### src/sv/sha1s_pkg.sv
// Shared types, constants and selector codes for the SHA-1 stream hasher.
// Used by sha1s_core and sha1_stream_hash; depends on nothing.
`default_nettype none

package sha1s_pkg;

  // Input selector codes
  localparam logic [1:0] FUNC_ABSORB      = 2'd0;
  localparam logic [1:0] FUNC_ABSORB_LAST = 2'd1;
  localparam logic [1:0] FUNC_FINISH      = 2'd2;

  localparam int unsigned NUM_WORDS = 5;
  localparam int unsigned NUM_ROUNDS = 80;

  typedef logic [NUM_WORDS-1:0][31:0] hwords_t;

  localparam logic [31:0] K0 = 32'h5a827999;
  localparam logic [31:0] K1 = 32'h6ed9eba1;
  localparam logic [31:0] K2 = 32'h8f1bbcdc;
  localparam logic [31:0] K3 = 32'hca62c1d6;

  localparam logic [7:0] PAD_BYTE = 8'h80;

  // Index 0 holds H0
  localparam hwords_t H_INIT = {32'hc3d2e1f0, 32'h10325476, 32'h98badcfe,
                                32'hefcdab89, 32'h67452301};

  typedef struct packed {
    logic       push;       // shift one byte into the block buffer
    logic [7:0] push_byte;
    logic       start;      // begin compression of the buffered block
    logic       init;       // reload the chaining words
  } core_ctrl_t;

  typedef struct packed {
    logic done;             // chaining words updated this cycle
  } core_stat_t;

endpackage

`default_nettype wire

### src/sv/sha1s_core.sv
// SHA-1 block buffer, message schedule and single round unit.
// One round per cycle through 80 rounds, then the chaining adds.
// Depends on sha1s_pkg.
`default_nettype none

module sha1s_core (
  input  wire                  clk,
  input  wire                  rst,
  input  sha1s_pkg::core_ctrl_t ctrl,
  output sha1s_pkg::core_stat_t stat,
  output sha1s_pkg::hwords_t    h
);

  // 16-word window; word 0 sits at the top bits
  logic [511:0] blk;
  logic [31:0]  a, b, c, d, e;
  logic [6:0]   t;
  logic         running;
  logic         add_pend;

  logic [31:0] w0, w2, w8, w13, w_new;
  logic [31:0] f, k, sum;

  assign w0  = blk[511:480];
  assign w2  = blk[447:416];
  assign w8  = blk[255:224];
  assign w13 = blk[95:64];

  always_comb begin
    logic [31:0] x;
    x = w13 ^ w8 ^ w2 ^ w0;
    w_new = {x[30:0], x[31]};
  end

  always_comb begin
    priority if (t < 7'd20) begin
      f = (b & c) | (~b & d);
      k = sha1s_pkg::K0;
    end else if (t < 7'd40) begin
      f = b ^ c ^ d;
      k = sha1s_pkg::K1;
    end else if (t < 7'd60) begin
      f = (b & c) | (b & d) | (c & d);
      k = sha1s_pkg::K2;
    end else begin
      f = b ^ c ^ d;
      k = sha1s_pkg::K3;
    end
  end

  assign sum = {a[26:0], a[31:27]} + f + e + k + w0;

  assign stat.done = add_pend;

  always_ff @(posedge clk) begin
    if (rst) begin
      running  <= 1'b0;
      add_pend <= 1'b0;
      t        <= '0;
      h        <= sha1s_pkg::H_INIT;
    end else begin
      // chaining adds follow the last round
      add_pend <= !ctrl.start && running &&
                  (t == 7'(sha1s_pkg::NUM_ROUNDS - 1));
      if (ctrl.init) begin
        h <= sha1s_pkg::H_INIT;
      end
      if (ctrl.push) begin
        blk <= {blk[503:0], ctrl.push_byte};
      end
      if (ctrl.start) begin
        a       <= h[0];
        b       <= h[1];
        c       <= h[2];
        d       <= h[3];
        e       <= h[4];
        t       <= '0;
        running <= 1'b1;
      end else if (running) begin
        a   <= sum;
        b   <= a;
        c   <= {b[1:0], b[31:2]};
        d   <= c;
        e   <= d;
        blk <= {blk[479:0], w_new};
        t   <= t + 7'd1;
        if (t == 7'(sha1s_pkg::NUM_ROUNDS - 1)) begin
          running <= 1'b0;
        end
      end
      if (add_pend) begin
        h[0] <= h[0] + a;
        h[1] <= h[1] + b;
        h[2] <= h[2] + c;
        h[3] <= h[3] + d;
        h[4] <= h[4] + e;
      end
    end
  end

endmodule

`default_nettype wire

### src/sv/sha1_stream_hash.sv
// SHA-1 stream hasher top level: byte intake, padding sequencer, digest output.
// Depends on sha1s_pkg and sha1s_core.
//
// Usage:
//  Input channel (item_valid/item_ready) carries func and byte_value. func 0
//  absorbs a byte, 1 absorbs a byte and finishes, 2 finishes with no byte,
//  3 is dropped. item_ready is high only while the sequencer is idle.
//  A plain byte leaves the sequencer idle; the byte that fills a 64-byte
//  block keeps it busy for 80 rounds of the round unit plus the chaining adds.
//  A finish runs the padding one byte per cycle through the block buffer
//  (0x80, zeros, 8 length bytes), pausing while a full block is compressed,
//  with one or two compressions before the first digest word.
//  Output channel (digest_valid/digest_ready) delivers five transactions,
//  H0 first, word_index 0..4, last_word set on the fifth. The digest is held
//  while the receiver stalls; no new input is taken until the fifth word
//  is accepted, after which the chaining words and byte count reinitialize.
//  Long-message throughput is set by the one-round-per-cycle compression
//  unit, as no byte is taken while a block is compressed.
//  Reset (rst, synchronous) loads the SHA-1 initial words and clears the
//  byte count.
`default_nettype none

module sha1_stream_hash (
  input  wire         clk,
  input  wire         rst,
  input  wire         item_valid,
  output logic        item_ready,
  input  wire  [1:0]  func,
  input  wire  [7:0]  byte_value,
  output logic        digest_valid,
  input  wire         digest_ready,
  output logic [31:0] digest_word,
  output logic [2:0]  word_index,
  output logic        last_word
);

  typedef enum logic [2:0] {
    S_IDLE,
    S_PAD80,
    S_PADZ,
    S_LEN,
    S_COMP,
    S_OUT
  } state_t;

  state_t                state, ret;
  logic [60:0]           count;
  logic [63:0]           len;
  logic [2:0]            oidx;
  logic [5:0]            pos;
  logic                  accept;
  sha1s_pkg::core_ctrl_t ctrl;
  sha1s_pkg::core_stat_t stat;
  sha1s_pkg::hwords_t    h;

  sha1s_core u_core (
    .clk  (clk),
    .rst  (rst),
    .ctrl (ctrl),
    .stat (stat),
    .h    (h)
  );

  assign pos    = count[5:0];
  assign accept = item_valid && item_ready;

  assign item_ready   = (state == S_IDLE);
  assign digest_valid = (state == S_OUT);
  assign digest_word  = h[oidx];
  assign word_index   = oidx;
  assign last_word    = (oidx == 3'(sha1s_pkg::NUM_WORDS - 1));

  always_comb begin
    ctrl.push      = 1'b0;
    ctrl.push_byte = byte_value;
    ctrl.init      = 1'b0;
    unique case (state)
      S_IDLE:  ctrl.push = accept && (func == sha1s_pkg::FUNC_ABSORB ||
                                      func == sha1s_pkg::FUNC_ABSORB_LAST);
      S_PAD80: begin
        ctrl.push      = 1'b1;
        ctrl.push_byte = sha1s_pkg::PAD_BYTE;
      end
      S_PADZ: begin
        ctrl.push      = (pos != 6'd56);
        ctrl.push_byte = 8'h00;
      end
      S_LEN: begin
        ctrl.push      = 1'b1;
        ctrl.push_byte = len[63:56];
      end
      S_OUT:   ctrl.init = digest_ready && last_word;
      default: ;
    endcase
    // the byte that fills the block kicks off compression
    ctrl.start = ctrl.push && (pos == 6'd63);
  end

  always_ff @(posedge clk) begin
    if (rst) begin
      state <= S_IDLE;
      ret   <= S_IDLE;
      count <= '0;
      oidx  <= '0;
    end else begin
      unique case (state)
        S_IDLE: begin
          if (accept) begin
            unique case (func)
              sha1s_pkg::FUNC_ABSORB: begin
                count <= count + 61'd1;
                if (pos == 6'd63) begin
                  state <= S_COMP;
                  ret   <= S_IDLE;
                end
              end
              sha1s_pkg::FUNC_ABSORB_LAST: begin
                count <= count + 61'd1;
                ret   <= S_PAD80;
                state <= (pos == 6'd63) ? S_COMP : S_PAD80;
              end
              sha1s_pkg::FUNC_FINISH: state <= S_PAD80;
              default: ;
            endcase
          end
        end
        S_PAD80: begin
          len   <= {count, 3'b000};
          count <= count + 61'd1;
          ret   <= S_PADZ;
          state <= (pos == 6'd63) ? S_COMP : S_PADZ;
        end
        S_PADZ: begin
          if (pos == 6'd56) begin
            state <= S_LEN;
          end else begin
            count <= count + 61'd1;
            if (pos == 6'd63) begin
              state <= S_COMP;
              ret   <= S_PADZ;
            end
          end
        end
        S_LEN: begin
          count <= count + 61'd1;
          len   <= {len[55:0], 8'h00};
          if (pos == 6'd63) begin
            state <= S_COMP;
            ret   <= S_OUT;
          end
        end
        S_COMP: begin
          if (stat.done) begin
            state <= ret;
          end
        end
        S_OUT: begin
          if (digest_ready) begin
            if (last_word) begin
              oidx  <= '0;
              count <= '0;
              state <= S_IDLE;
            end else begin
              oidx <= oidx + 3'd1;
            end
          end
        end
        default: state <= S_IDLE;
      endcase
    end
  end

endmodule

`default_nettype wire

### config.mk
export PLATFORM = sky130hd
export DESIGN_NAME = sha1_stream_hash
export DESIGN_NICKNAME = d
export VERILOG_FILES = /design/src/sv/sha1s_pkg.sv /design/src/sv/sha1s_core.sv /design/src/sv/sha1_stream_hash.sv
export SDC_FILE = /design/constraint.sdc
export NUM_CORES = 2
export LEC_CHECK = 0
export BUFFER_PORTS_ARGS = -buffer_cell sky130_fd_sc_hd__buf_4
export CAP_MARGIN = 20
export CORE_MARGIN = 1
export CORE_UTILIZATION = 55
export DETAILED_ROUTE_END_ITERATION = 8
export GPL_TIMING_DRIVEN = 0
export HOLD_SLACK_MARGIN = 0.15
export PLACE_DENSITY = 0.68
export SETUP_SLACK_MARGIN = 0.15
export SYNTH_ARGS = -nofsm -noshare
export SYNTH_HDL_FRONTEND = slang
export SYNTH_SLANG_ARGS = --single-unit
export TNS_END_PERCENT = 50
### constraint.sdc
create_clock -name clk -period 21.1 [get_ports clk]
set_input_delay 4.22 -clock clk [delete_from_list [all_inputs] [get_ports clk]]
set_output_delay 4.22 -clock clk [all_outputs]
set_load 0.05 [all_outputs]
==> results.py <==
metrics = {
    "run_status": {
        "status": "finished, violations left",
        "violations": "DRC",
    },
    "clocking": {
        "hold_buffers": 0,
        "post_cts_buffers": 0,
        "cts_tree": "done",
        "cts_root_buf": "clkbuf_16",
        "numCtsBuffers": 108,
        "clk_pin_slew_ns": 0.07,
        "post_cts_resized": 0,
        "clk_latency_ns": 0.73,
        "numClockSinks": 972,
        "cts_max_path_buffers": 3,
        "htree_levels": 3,
    },
    "logic_synthesis": {
        "synth_warnings": 0,
        "synth_area_leaders": "edfxtp_1 (38%), mux2i_1 (9.5%), nand2_1 (8.2%), dfxtp_1 (8.2%), o21ai_0 (5.6%)",
        "yosys.area.top_type": "edfxtp_1",
        "yosysSeqAreaShare_pct": 45.8,
        "synth_cell_types": 83,
        "syn_nets": 6431,
        "synthCells": 6065,
        "netlist_area_um2": 58600,
        "ys.flop_type": "edfxtp_1",
        "synth_top_area_share_pct": 37.6,
        "ys_ff_latch": 972,
        "async_flop_share_pct": 0,
        "synth_edf_count": 733,
        "synth_area_per_cell_um2": 9.66,
    },
    "cells_and_area": {
        "syn_to_final_growth_pct": 10.6,
        "drive_gt1_share_pct": 4.17,
        "fillerInstances": 8856,
        "n_antenna_cell": 0,
        "design_area_um2": 64800,
        "seqCellArea_um2": 26800,
        "nets": 6612,
        "multi_input_area_um2": 29700,
    },
    "floorplanning": {
        "std_cell_rows": 119,
        "pin_count": 52,
        "core_area_um2": 105000,
        "die_w_um": 328,
        "start_util_pct": 55.6,
        "dieArea_um2": 108000,
        "die_height_um": 328,
    },
    "timing": {
        "maxSlewViolCount": 0,
        "min_period_ns": 8.45,
        "setup_viol": 0,
        "rsz0062_at_grt": "false",
        "skew_ns": 0.0322,
        "tightest_slew_ns": 1.29,
        "finalCritPeriodShare_pct": 40.1,
        "slew-limit-headroom_pct": 13.0,
        "final_hold_viol_count": 0,
        "fmax_mhz": 118,
    },
    "setup_path": {
        "r2r_cells": 26,
        "critPathRequiredTime_ns": 21.58,
        "cp-end-kind": "flip-flop",
        "startpoint_type": "flip-flop",
        "arrival_ns": 8.93,
        "crit_path_max_fanout": 10,
        "crit_type": "reg -> reg",
    },
    "hold_path": {
        "hold_path_class": "reg -> reg",
        "whs_path_depth": 2,
    },
    "place": {
        "post-dp-hpwl_um": 144000,
        "numPortBuffers": 51,
        "place_area_um2": 61200,
        "gp_congestion": 0.985,
    },
    "drt": {
        "drcViolationCount": 12,
        "dr.pass1.iters": 8,
        "wl_per_cell_um": 24.1,
        "num_vias": 47000,
        "vias_per_cell": 6.09,
        "wl_um": 186000,
        "drt_iter0_markers": 5134,
        "ant_nets": 0,
    },
    "global_routing": {
        "grt_pass1_vias": 46000,
        "grt_pass1_wl_um": 280000,
        "grt_max_degree": 67,
        "grt_overflow": 0,
        "antenna_found_initial": 8,
        "track_usage_pct": 34.4,
    },
    "power": {
        "peakVddDrop_v": 0.0000848,
        "power_mw": 4.80,
        "p_per_area_nw_per_um2": 74.1,
        "leakagePower_nw": 24.1,
    },
    "flow_run": {
        "drv_cap": 0,
    },
}
==> path summary, 6_finish.rpt <==
check              startpoint           end  slack (ns)
hold / removal       count[0]      count[0]        0.49
setup reg to reg  u_core.t[4]  u_core.a[17]       12.65
setup / recovery  u_core.t[4]  u_core.a[17]       12.65
hold reg to reg      count[0]      count[0]        0.49
==> per-stage QoR <==
step | hold slack, ns | instances | setup TNS, ns | setup slack [ns] | util (%)
4_1_cts | 0.490 | 7727 | 0 | 12.70 | 61.4
6_report | 0.490 | 7728 | 0 | 12.65 | 61.4
5_1_grt | 0.511 | 7728 | 0 | 12.41 | 61.4
2_1_floorplan | 0.458 | 6065 | 0 | 1.50 | -
3_5_place_dp | 0.482 | 7526 | 0 | 12.48 | 58.0
3_3_place_gp | 0.468 | 7507 | -3304.78 | -6.41 | 57.6
==> flip-flops by register name, summed over array words and instances (netlist names) <==
name / cells
u_core.d: 32
count: 61
u_core.h: 160
u_core.stat: 1
u_core.b: 32
len: 61
u_core.t: 7
u_core.running: 1
u_core.e: 32
state: 3
word_index: 3
u_core.c: 32
ret: 3
u_core.blk: 512
u_core.a: 32
==> synthesized netlist by cell type (69+ instances only) <==
| cell | n |
|---|---|
| a21o_1 | 69 |
| a21oi_1 | 234 |
| clkbuf_1 | 289 |
| dfxtp_1 | 239 |
| edfxtp_1 | 733 |
| fa_1 | 124 |
| ha_1 | 228 |
| inv_1 | 220 |
| mux2i_1 | 556 |
| nand2_1 | 1276 |
| nor2_1 | 402 |
| o21ai_0 | 661 |
| o22ai_1 | 73 |
| xnor2_1 | 180 |
| xor2_1 | 121 |
==> critical path, stage by stage (launching register included) <==
cell and delay [ns]:
dfxtp_1 0.29, clkbuf_1 0.18, a41oi_1 0.46, inv_1 0.34, nor2_1 0.40, clkinv_1 0.41, nand2_1 0.51, clkbuf_1 0.63
nor2_1 0.08, nor2_1 0.25, fa_1 0.46, inv_1 0.08, fa_1 0.45, fa_1 0.50, inv_1 0.04, ha_1 0.20
inv_1 0.09, fa_1 0.22, nor2b_1 0.07, o31a_1 0.29, o21ai_0 0.72, a21boi_0 0.27, o21ai_0 0.26, a21boi_0 0.18
o21ai_0 0.17, or3b_2 0.46, a22o_1 0.19
==> cells in the final DEF, fill, tap and decap left out, types with 19 or more instances in the layout <==
cell,count
a21oi_1,234
fa_1,124
inv_1,220
dfxtp_1,239
nand2b_1,19
o32ai_1,21
xor2_1,121
edfxtp_1,733
nand4_1,24
nor2_1,400
buf_1,27
a21o_1,69
o22ai_1,73
or3_1,32
a211oi_1,21
nor3_1,41
o21a_1,36
buf_4,51
a31oi_1,46
and3_1,27
a22oi_1,47
o21bai_1,30
nand2_1,1276
clkbuf_1,320
nor2b_1,44
clkbuf_16,110
clkinv_2,19
xnor2_1,180
mux2i_1,556
ha_1,228
nand3_1,52
o21ai_0,661
==> cells by family after synthesis <==
family / count (synthesis) / share of synthesized area, %
buf+inv: 546 / 3.53
mux: 558 / 9.54
flops: 972 / 45.8
xor+xnor: 301 / 4.50
compound gates: 1361 / 13.7
simple gates: 1975 / 13.9
fa+ha+maj: 352 / 9.11
==> routing by layer <==
| metal | routed length, µm | GRT usage (%) | share of wire [%] | up-vias |
|---|---|---|---|---|
| li1 | - | - | - | 21900 |
| met1 | 75200 | 44.5 | 40 | 22900 |
| met2 | 86300 | 55.6 | 46 | 1846 |
| met3 | 12900 | 4.68 | 6.9 | 451 |
| met4 | 12000 | 19.2 | 6.4 | 12 |
| met5 | 74 | 0 | 0.040 | - |
==> power breakdown <==
part           leakage [nW]  switching (mW)  internal [mW]
Combinational          13.4           0.268          0.212
Sequential             8.95           0.148           2.22
Clock                  1.76           0.827           1.12
==> area by class of cell <==
cell class | count | area share [%]
multi-input cells | 4547 | 45.9
flip-flops and latches | 972 | 41.4
clock buffers | 154 | 4.68
well taps | 1391 | 2.69
plain buffers | 324 | 1.91
repair buffers | 71 | 1.29
inverters | 222 | 1.29
clock inverters | 47 | 0.883
Power figures use the tool's default switching activity.
